<file path="config.mk">
export PLATFORM = sky130hd
export DESIGN_NAME = small_rsa_key_derivation_unit
export DESIGN_NICKNAME = d
export VERILOG_FILES = /design/src/hw/rtl/rskd_pkg.sv /design/src/hw/rtl/rskd_div.sv /design/src/hw/rtl/small_rsa_key_derivation_unit.sv
export SDC_FILE = /design/constraint.sdc
export NUM_CORES = 2
export LEC_CHECK = 0
export BUFFER_PORTS_ARGS = -buffer_cell sky130_fd_sc_hd__clkbuf_2
export CORE_ASPECT_RATIO = 1.75
export CORE_MARGIN = 2
export CORE_UTILIZATION = 58
export CTS_BUF_LIST = sky130_fd_sc_hd__clkbuf_8
export CTS_CLUSTER_DIAMETER = 120
export CTS_CLUSTER_SIZE = 40
export DETAILED_ROUTE_END_ITERATION = 10
export PLACE_DENSITY = 0.75
export SKIP_LAST_GASP = 1
export SLEW_MARGIN = 30
export SYNTH_ARGS = -nofsm -noshare
export SYNTH_HDL_FRONTEND = slang
export SYNTH_SLANG_ARGS = --single-unit
export TNS_END_PERCENT = 20
</file>
<file path="constraint.sdc">
create_clock -name clk_i -period 10.75 [get_ports clk_i]
set_clock_uncertainty 0.2 [all_clocks]
set_input_delay 1.075 -clock clk_i [delete_from_list [all_inputs] [get_ports clk_i]]
set_output_delay 1.075 -clock clk_i [all_outputs]
set_load 0.05 [all_outputs]
</file>
<file path="src/hw/rtl/rskd_pkg.sv">
// ============================================================================
// rskd_pkg
// Shared types, constants and the control program of the key derivation unit.
// ============================================================================
package rskd_pkg;

  localparam int ModulusBitsDefault = 16;
  localparam int PrimeBits          = 16;
  localparam int ModOutBits         = 16;
  localparam int TotOutBits         = 16;
  localparam int ExpOutBits         = 17;
  localparam int InDataBits         = 32;
  localparam int OutDataBits        = 72;
  localparam int PcBits             = 5;

  typedef enum logic [3:0] {
    OP_NOP       = 4'd0,
    OP_PROD      = 4'd1,
    OP_INIT_E    = 4'd2,
    OP_GCD_INIT  = 4'd3,
    OP_DIV_AB    = 4'd4,
    OP_INC_E     = 4'd5,
    OP_DIV_ET    = 4'd6,
    OP_MULQ      = 4'd7,
    OP_SUPD      = 4'd8,
    OP_FIX_NEG   = 4'd9,
    OP_FIX_MOD   = 4'd10,
    OP_FIX_SMALL = 4'd11,
    OP_EMIT_OK   = 4'd12,
    OP_EMIT_REJ  = 4'd13
  } op_e;

  typedef enum logic [2:0] {
    C_NEXT   = 3'd0,
    C_ALWAYS = 3'd1,
    C_REJECT = 3'd2,
    C_BZERO  = 3'd3,
    C_AONE   = 3'd4
  } cond_e;

  typedef struct packed {
    op_e               op;
    cond_e             cond;
    logic [PcBits-1:0] target;
  } ctrl_t;

  typedef struct packed {
    logic busy;
    logic done;
  } div_status_t;

  localparam logic [PcBits-1:0] StepProd     = 5'd0;
  localparam logic [PcBits-1:0] StepCheck    = 5'd1;
  localparam logic [PcBits-1:0] StepGcdInit  = 5'd2;
  localparam logic [PcBits-1:0] StepGcdTest  = 5'd3;
  localparam logic [PcBits-1:0] StepGcdStep  = 5'd4;
  localparam logic [PcBits-1:0] StepGcdDone  = 5'd5;
  localparam logic [PcBits-1:0] StepNextE    = 5'd6;
  localparam logic [PcBits-1:0] StepInvInit  = 5'd7;
  localparam logic [PcBits-1:0] StepInvTest  = 5'd8;
  localparam logic [PcBits-1:0] StepInvDiv   = 5'd9;
  localparam logic [PcBits-1:0] StepInvMul   = 5'd10;
  localparam logic [PcBits-1:0] StepInvUpd   = 5'd11;
  localparam logic [PcBits-1:0] StepFixNeg   = 5'd12;
  localparam logic [PcBits-1:0] StepFixMod   = 5'd13;
  localparam logic [PcBits-1:0] StepFixSmall = 5'd14;
  localparam logic [PcBits-1:0] StepEmitOk   = 5'd15;
  localparam logic [PcBits-1:0] StepEmitRej  = 5'd16;

  function automatic ctrl_t ucode(input logic [PcBits-1:0] pc);
    ctrl_t w;
    unique case (pc)
      StepProd:     w = '{OP_PROD,      C_NEXT,   StepProd};
      StepCheck:    w = '{OP_INIT_E,    C_REJECT, StepEmitRej};
      StepGcdInit:  w = '{OP_GCD_INIT,  C_NEXT,   StepProd};
      StepGcdTest:  w = '{OP_NOP,       C_BZERO,  StepGcdDone};
      StepGcdStep:  w = '{OP_DIV_AB,    C_ALWAYS, StepGcdTest};
      StepGcdDone:  w = '{OP_NOP,       C_AONE,   StepInvInit};
      StepNextE:    w = '{OP_INC_E,     C_ALWAYS, StepGcdInit};
      StepInvInit:  w = '{OP_DIV_ET,    C_NEXT,   StepProd};
      StepInvTest:  w = '{OP_NOP,       C_BZERO,  StepFixNeg};
      StepInvDiv:   w = '{OP_DIV_AB,    C_NEXT,   StepProd};
      StepInvMul:   w = '{OP_MULQ,      C_NEXT,   StepProd};
      StepInvUpd:   w = '{OP_SUPD,      C_ALWAYS, StepInvTest};
      StepFixNeg:   w = '{OP_FIX_NEG,   C_NEXT,   StepProd};
      StepFixMod:   w = '{OP_FIX_MOD,   C_NEXT,   StepProd};
      StepFixSmall: w = '{OP_FIX_SMALL, C_NEXT,   StepProd};
      StepEmitOk:   w = '{OP_EMIT_OK,   C_NEXT,   StepProd};
      StepEmitRej:  w = '{OP_EMIT_REJ,  C_NEXT,   StepProd};
      default:      w = '{OP_EMIT_REJ,  C_NEXT,   StepProd};
    endcase
    return w;
  endfunction

endpackage

</file>
<file path="src/hw/rtl/rskd_div.sv">
// ============================================================================
// rskd_div
// Restoring divider that produces one quotient bit per cycle.
// ============================================================================
module rskd_div import rskd_pkg::*; #(
  parameter int WIDTH = ModulusBitsDefault
) (
  input  logic             clk_i,
  input  logic             rst_ni,
  input  logic             start_i,
  input  logic [WIDTH-1:0] dividend_i,
  input  logic [WIDTH-1:0] divisor_i,
  output logic [WIDTH-1:0] quotient_o,
  output logic [WIDTH-1:0] remainder_o,
  output div_status_t      status_o
);

  localparam int CntBits = $clog2(WIDTH + 1);

  logic [WIDTH-1:0]   quo_q, quo_d;
  logic [WIDTH-1:0]   rem_q, rem_d;
  logic [WIDTH-1:0]   dvs_q;
  logic [CntBits-1:0] cnt_q;
  logic               busy_q, done_q;
  logic [WIDTH:0]     shifted;
  logic [WIDTH:0]     diff;
  logic               fits;

  always_comb begin
    shifted = {rem_q, quo_q[WIDTH-1]};
    diff    = shifted - {1'b0, dvs_q};
    fits    = shifted >= {1'b0, dvs_q};
    rem_d   = fits ? diff[WIDTH-1:0] : shifted[WIDTH-1:0];
    quo_d   = {quo_q[WIDTH-2:0], fits};
  end

  always_ff @(posedge clk_i or negedge rst_ni) begin
    if (!rst_ni) begin
      busy_q <= 1'b0;
      done_q <= 1'b0;
      cnt_q  <= '0;
    end else begin
      done_q <= 1'b0;
      if (start_i) begin
        busy_q <= 1'b1;
        cnt_q  <= CntBits'(WIDTH);
      end else if (busy_q) begin
        cnt_q <= cnt_q - CntBits'(1);
        if (cnt_q == CntBits'(1)) begin
          busy_q <= 1'b0;
          done_q <= 1'b1;
        end
      end
    end
  end

  always_ff @(posedge clk_i) begin
    if (start_i) begin
      quo_q <= dividend_i;
      rem_q <= '0;
      dvs_q <= divisor_i;
    end else if (busy_q) begin
      quo_q <= quo_d;
      rem_q <= rem_d;
    end
  end

  assign quotient_o    = quo_q;
  assign remainder_o   = rem_q;
  assign status_o.busy = busy_q;
  assign status_o.done = done_q;

endmodule

</file>
<file path="src/hw/rtl/small_rsa_key_derivation_unit.sv">
// ============================================================================
// small_rsa_key_derivation_unit
// Derives modulus, totient and the smallest public and private exponents.
// ============================================================================
// A request on the slave stream carries the two factors p and q. The block
// takes one request at a time: s_axis_tready is high only while no request
// is in work. Each request yields exactly one result on the master stream,
// with tuser high when the factors are rejected and all data fields zero.
// A short control program steps a datapath with one shared divider that
// yields one quotient bit per cycle. A gcd step is a test step and one
// division, and an inverse step a test step, one division, a multiply and
// an update step. A rejected request runs only the product, check and
// reject steps. The result sits in an output register, so the next request
// can be taken while that result still waits for the receiver; if the
// receiver still stalls when the next request reaches its final step, the
// program waits there. Reset clears the sequencer and the output valid flag
// at once.
// ============================================================================
module small_rsa_key_derivation_unit import rskd_pkg::*; #(
  parameter int MODULUS_BITS = ModulusBitsDefault
) (
  input  logic                   clk_i,
  input  logic                   rst_ni,
  input  logic                   s_axis_tvalid,
  output logic                   s_axis_tready,
  // prime_p [15:0], prime_q [31:16]
  input  logic [InDataBits-1:0]  s_axis_tdata,
  output logic                   m_axis_tvalid,
  input  logic                   m_axis_tready,
  // modulus [15:0], totient_value [31:16], public_exponent [48:32],
  // private_exponent [65:49], zero fill [71:66]
  output logic [OutDataBits-1:0] m_axis_tdata,
  // status [0]
  output logic                   m_axis_tuser
);

  localparam int W = MODULUS_BITS;
  localparam logic [32:0] Limit = 33'd1 << MODULUS_BITS;

  logic                   busy_q;
  logic [PcBits-1:0]      pc_q;
  logic [PrimeBits-1:0]   p_q, q_q;
  logic [31:0]            n_q;
  logic [W-1:0]           t_q, e_q, a_q, b_q, quo_q;
  logic signed [W:0]      s0_q, s1_q;
  logic signed [W+1:0]    prod_q;
  logic                   m_tvalid_q, m_tuser_q;
  logic [OutDataBits-1:0] m_tdata_q;

  ctrl_t                  ctrl;
  logic                   div_op, div_start, emit_op, stall, advance, jump;
  logic [W-1:0]           div_dividend, div_divisor, div_quo, div_rem;
  div_status_t            div_st;
  logic [PrimeBits-1:0]   pm1, qm1;
  logic [31:0]            n_full, t_full;
  logic                   reject;
  logic signed [2*W+1:0]  mul_full;
  logic signed [W+1:0]    s_new;
  logic [OutDataBits-1:0] ok_data;

  assign ctrl    = ucode(pc_q);
  assign div_op  = busy_q && (ctrl.op == OP_DIV_AB || ctrl.op == OP_DIV_ET);
  assign emit_op = busy_q && (ctrl.op == OP_EMIT_OK || ctrl.op == OP_EMIT_REJ);
  assign stall   = (div_op && !div_st.done) || (emit_op && m_tvalid_q && !m_axis_tready);
  assign advance = busy_q && !stall;
  assign div_start = div_op && !div_st.busy && !div_st.done;

  assign div_dividend = (ctrl.op == OP_DIV_ET) ? e_q : a_q;
  assign div_divisor  = (ctrl.op == OP_DIV_ET) ? t_q : b_q;

  rskd_div #(
    .WIDTH(W)
  ) u_div (
    .clk_i      (clk_i),
    .rst_ni     (rst_ni),
    .start_i    (div_start),
    .dividend_i (div_dividend),
    .divisor_i  (div_divisor),
    .quotient_o (div_quo),
    .remainder_o(div_rem),
    .status_o   (div_st)
  );

  always_comb begin
    pm1      = p_q - PrimeBits'(1);
    qm1      = q_q - PrimeBits'(1);
    n_full   = 32'(p_q) * 32'(q_q);
    t_full   = 32'(pm1) * 32'(qm1);
    reject   = (p_q == q_q) || (p_q < PrimeBits'(2)) || (q_q < PrimeBits'(2)) ||
               ({1'b0, n_q} >= Limit);
    mul_full = $signed({1'b0, quo_q}) * s1_q;
    s_new    = {s0_q[W], s0_q} - prod_q;
    ok_data  = {6'd0, ExpOutBits'($unsigned(s0_q)), ExpOutBits'(e_q),
                TotOutBits'(t_q), n_q[ModOutBits-1:0]};
    unique case (ctrl.cond)
      C_NEXT:   jump = 1'b0;
      C_ALWAYS: jump = 1'b1;
      C_REJECT: jump = reject;
      C_BZERO:  jump = (b_q == '0);
      C_AONE:   jump = (a_q == W'(1));
      default:  jump = 1'b0;
    endcase
  end

  assign s_axis_tready = !busy_q;

  always_ff @(posedge clk_i or negedge rst_ni) begin
    if (!rst_ni) begin
      busy_q     <= 1'b0;
      pc_q       <= StepProd;
      m_tvalid_q <= 1'b0;
    end else begin
      if (s_axis_tvalid && !busy_q) begin
        busy_q <= 1'b1;
        pc_q   <= StepProd;
      end else if (advance) begin
        if (emit_op) begin
          busy_q <= 1'b0;
          pc_q   <= StepProd;
        end else if (jump) begin
          pc_q <= ctrl.target;
        end else begin
          pc_q <= pc_q + PcBits'(1);
        end
      end
      if (advance && emit_op) begin
        m_tvalid_q <= 1'b1;
      end else if (m_axis_tready) begin
        m_tvalid_q <= 1'b0;
      end
    end
  end

  always_ff @(posedge clk_i) begin
    if (s_axis_tvalid && !busy_q) begin
      p_q <= s_axis_tdata[PrimeBits-1:0];
      q_q <= s_axis_tdata[2*PrimeBits-1:PrimeBits];
    end
    if (advance) begin
      unique case (ctrl.op)
        OP_NOP: begin
        end
        OP_PROD: begin
          n_q <= n_full;
          t_q <= t_full[W-1:0];
        end
        OP_INIT_E:   e_q <= W'(2);
        OP_GCD_INIT: begin
          a_q <= e_q;
          b_q <= t_q;
        end
        OP_DIV_AB: begin
          a_q   <= b_q;
          b_q   <= div_rem;
          quo_q <= div_quo;
        end
        OP_INC_E: e_q <= e_q + W'(1);
        OP_DIV_ET: begin
          a_q  <= t_q;
          b_q  <= div_rem;
          s0_q <= '0;
          s1_q <= (W+1)'(1);
        end
        OP_MULQ: prod_q <= mul_full[W+1:0];
        OP_SUPD: begin
          s0_q <= s1_q;
          s1_q <= s_new[W:0];
        end
        OP_FIX_NEG: begin
          if (s0_q[W]) s0_q <= s0_q + $signed({1'b0, t_q});
        end
        OP_FIX_MOD: begin
          if (s0_q[W-1:0] >= t_q) s0_q <= s0_q - $signed({1'b0, t_q});
        end
        OP_FIX_SMALL: begin
          if (s0_q[W-1:0] < W'(2)) s0_q <= s0_q + $signed({1'b0, t_q});
        end
        OP_EMIT_OK: begin
          m_tdata_q <= ok_data;
          m_tuser_q <= 1'b0;
        end
        OP_EMIT_REJ: begin
          m_tdata_q <= '0;
          m_tuser_q <= 1'b1;
        end
        default: begin
        end
      endcase
    end
  end

  assign m_axis_tvalid = m_tvalid_q;
  assign m_axis_tdata  = m_tdata_q;
  assign m_axis_tuser  = m_tuser_q;

  a_idle_pc: assert property (@(posedge clk_i) disable iff (!rst_ni)
    !busy_q |-> pc_q == StepProd)
    else $error("sequencer left its entry step while idle");

  a_accept_starts: assert property (@(posedge clk_i) disable iff (!rst_ni)
    s_axis_tvalid && s_axis_tready |=> busy_q && pc_q == StepProd)
    else $error("accepted request did not start the program");

  a_div_in_work: assert property (@(posedge clk_i) disable iff (!rst_ni)
    div_st.busy |-> busy_q)
    else $error("divider running without a request in work");

  a_result_from_emit: assert property (@(posedge clk_i) disable iff (!rst_ni)
    $rose(m_tvalid_q) |-> $past(emit_op))
    else $error("result appeared without an emit step");

  a_reject_zero: assert property (@(posedge clk_i) disable iff (!rst_ni)
    m_axis_tvalid && m_axis_tuser |-> m_axis_tdata == '0)
    else $error("rejected result carries nonzero data");

endmodule

</file>
==> impl.org <==
** Clock network
- Hold repair after CTS inserted 0 buffers.
- Total clock buffers created by CTS :: 12
- Clock-pin slew was measured on the worst setup and hold paths at 0.24 ns.
- CTS saw about 320 sinks.
- Post-cts sizing count :: 0
- Total setup buffers inserted after CTS :: 0
- In this run the number of H-tree levels came out at 1.
- No sink is reached through more buffers than the 3 on the longest clock path.
- In this run the clock root is driven by a sky130_fd_sc_hd__clkbuf_8.
- TritonCTS clock tree :: built
- Later-pin clock latency in the skew report :: about 0.64 ns

** Floorplan
- The die is 185 um wide.
- Number of standard-cell rows in the floorplan :: 116
- The die is 321 um tall.
- Initial core utilization :: 58.4%
- Boundary pin count :: 111
- The die covers 0.0594 sq mm.
- The core region is around 0.057 sq mm.

** Run status
- Outcome :: finished clean

** Routing
- Drt total wl :: 90,400 um
- For this run, design rule violations remaining after detail routing come to 0.
- DR vias :: 24.2k
- Count of nets left with antenna violations after detail routing :: 0
- Violation count after the first detailed-routing iteration :: 1,297
- The pre-antenna-repair detailed-routing pass consisted of 7 iterations.
- Using the TritonRoute via totals, the vias-per-cell ratio works out to about 5.7.
- Dividing the detail-routed wire length by the instance count gives 21.5 um.

** Global routing
- For this run the aggregate overflow at the end of global routing stands at 0.
- Overall global routing resource usage :: between 30% and 40%
- The initial antenna violation count is 2.
- The via count of the first global-routing pass came to around 26k.
- Entering global routing, the biggest net connects 63 pins.
- The first global-routing pass estimated 140,000 um of wire.

** Finish
- For this run, the post-layout net count is 4,160.
- Final standard cell utilization of the core :: between 60 and 70%
- Layout filler cell count :: 4,806
- From synthesis to final layout, the design area changed by 4.86%.
- The post-route netlist has 6.18% of its cells at a drive strength greater than 1.

** Worst setup path
- Worst reg2reg startpoint :: p_q[2]
- Critical Path RT :: between 10 and 15 ns
- Critical Path, Cell by Cell :: or4_4, or3_4, or4_4, xor2_2, nor2_1, fa_1, inv_1, fa_1, inv_1, fa_1, inv_1, fa_1, fa_1, fa_1, inv_1, ha_1, nor2b_1, o21a_1, o41a_1, xnor3_1
- For this run, the slowest stage of the critical path takes between 0.7 and 0.8 ns.
- In this design, the critical path's most frequently occurring cell is sky130_fd_sc_hd__fa_1.
- The largest individual stage delay along the critical path comes from the cell sky130_fd_sc_hd__edfxtp_1.
- In this run the register-to-register setup slack is 3.03 ns.
- Beginning of the critical path :: p_q[2]
- STA classifies the critical path startpoint as a flop.
- In this run the critical register-to-register path is captured at t_q[15].
- Data on the critical path arrives at its endpoint at a little under 8 ns.
- Top fanout value on the critical path :: 22
- Measured in cells, the most critical reg-to-reg path has a length of 20.
- Type of element capturing the critical path :: flop
- Following the worst setup path forward leads to its endpoint at t_q[15].
- Crit Path Class :: flop to flop

** Place
- HPWL reported at the end of detailed placement :: between 70,000 and 80,000 um
- Buffers placed on the I/O ports in this run total ~100.
- RePlAce Congestion :: 1.00

** Yosys
- Yosys warning count :: 0
- Synthesis produced 3,422 cells.
- Average instance area after synthesis :: 9.73 sq um
- Count of flip-flops with a built-in enable after synthesis :: 293
- Async set or reset register ratio after synthesis :: 4.33%
- The most used flip-flop cell after synthesis is sky130_fd_sc_hd__edfxtp_1.
- Count of distinct cell types in the synthesized netlist :: 75
- Register bit total from synthesis :: 323
- The share of the Yosys chip area taken by registers is between 20% and 30%.
- Summing every instance area after synthesis gives around 0.033 sq mm.

** STA
- The number of hold violations in the final report came to 0.
- Setup repair after global routing left no endpoint under its margin.
- Of the available clock period, the critical path in the final layout requires between 70% and 80%.
- Number of endpoints failing setup at the final stage :: 0
- Setup TNS Final :: 0 ns
- Headroom to the max-slew limit :: 37.0%
- For the pin with the worst max-slew slack, the measured transition is 0.941 ns.
- Counting I/O delays and the setup requirement, the final critical path takes 7.72 ns.
- Maximum achievable frequency :: 0.130 GHz
- Number of pins with negative max-slew slack in the final report :: 0

** Job
- Max Cap Violations :: 0

** Hold path
- The worst hold path belongs to the class primary input to asynchronous set/reset pin.
metal layers:
metal / GRT usage [%] / share of wire (%)
met2: 58.3 / 54
met4: 27.8 / 11
met1: 29.7 / 31
met5: 0 / 0
met3: 3.80 / 4.4
registers in the layout (all words and copies together) (netlist names), 17 cells and up:
register and cells:
m_axis_tdata 65, n_q 32, prod_q 17, s0_q 17, s1_q 17
worst min path at each step:
stage / start / endpoint / slack, ns / cells after the start
after floorplan: u_div.quotient_o[15] / quo_q[15] / 0.23 / 0
after global placement: u_div.quotient_o[2] / quo_q[2] / 0.24 / 0
after detailed placement: u_div.quotient_o[0] / quo_q[0] / 0.24 / 0
after CTS: rst_ni / m_axis_tvalid / 0.10 / 1
after global routing: rst_ni / m_axis_tvalid / 0.12 / 1
final: rst_ni / m_axis_tvalid / 0.12 / 1
worst max-delay path, delay by kind of cell (launching register included):
family | cells | cell delay [ns]
AND/OR/NAND/NOR | 5 | 1.73
flip-flops | 1 | 0.76
buffers and inverters | 4 | 0.20
AO/OA/AOI/OAI | 2 | 0.50
XOR/XNOR | 2 | 0.78
adder cells (fa/ha/maj) | 7 | 3.34
cells by family after synthesis:
kind of cell	count (synthesis)	share of synthesized area (%)
xor gates and xnor gates	180	4.80
buffers and inverters	714	8.17
and+or+nand+nor	1093	15.9
other	1	0.0113
adders and majority gates	684	34.1
DFF	323	28.4
AOI/OAI and AO/OA	389	7.46
muxes	38	1.15
metrics by stage:
step,std cells,hold slack [ns],cell area (sq um),setup WS (ns)
after CTS,4213,0.103,34900,2.99
after global placement,4191,0.235,34600,3.14
after floorplan,3428,0.226,33300,3.73
after global routing,4214,0.117,34900,2.61
final,4215,0.124,34900,3.03
after detailed placement,4193,0.237,34700,3.01
synth_stat cells, drive strengths merged, types with 15 or more instances:
library cell,n,share of area [%]
xor2,54,1.4
nand3,27,0.41
nor4,31,0.58
nand2,389,4.4
xnor2,125,3.3
nor3,37,0.57
nor2,221,2.5
or2,19,0.36
inv,564,6.4
nand4,16,0.30
dfxtp,16,0.96
or3,15,0.30
a31oi,23,0.43
a21oi,107,1.6
nand2b,30,0.56
fa,371,22
a21o,30,0.68
mux2i,35,1.1
buf,21,0.36
o21ai,97,1.5
ha,313,12
nor2b,73,1.4
clkbuf,128,1.4
edfxtp,293,26
and2,196,3.7
o21bai,17,0.38
final cells by class:
class                           count  area [sq um]  share of cell area, %
Timing Repair Buffer              147           886                   2.54
Antenna cell                        2          5.00                 0.0143
Inverter                          565          2120                   6.08
Multi-Input combinational cell   2391         21200                   60.8
Sequential cell                   323          9470                   27.1
Tap cell                          767           960                   2.75
Clock inverter                      7          58.8                  0.168
Clock buffer                       13           179                  0.512
layout by cell type, fill, tap and decap left out, types with 30 or more instances in the layout:
| cell | n |
|---|---|
| sky130_fd_sc_hd__a21o_1 | 30 |
| sky130_fd_sc_hd__a21oi_1 | 106 |
| sky130_fd_sc_hd__and2_1 | 196 |
| sky130_fd_sc_hd__buf_4 | 42 |
| sky130_fd_sc_hd__clkbuf_2 | 103 |
| sky130_fd_sc_hd__edfxtp_1 | 293 |
| sky130_fd_sc_hd__fa_1 | 371 |
| sky130_fd_sc_hd__ha_1 | 313 |
| sky130_fd_sc_hd__inv_1 | 567 |
| sky130_fd_sc_hd__mux2i_1 | 35 |
| sky130_fd_sc_hd__nand2_1 | 388 |
| sky130_fd_sc_hd__nand2b_1 | 30 |
| sky130_fd_sc_hd__nor2_1 | 216 |
| sky130_fd_sc_hd__nor2b_1 | 72 |
| sky130_fd_sc_hd__nor3_1 | 35 |
| sky130_fd_sc_hd__nor4_1 | 30 |
| sky130_fd_sc_hd__o21ai_0 | 97 |
| sky130_fd_sc_hd__xnor2_1 | 122 |
| sky130_fd_sc_hd__xor2_1 | 53 |
Power is left out: the tool's default activity adds up to more than one toggle a clock period on the data nets, which glitch-free logic cannot reach.
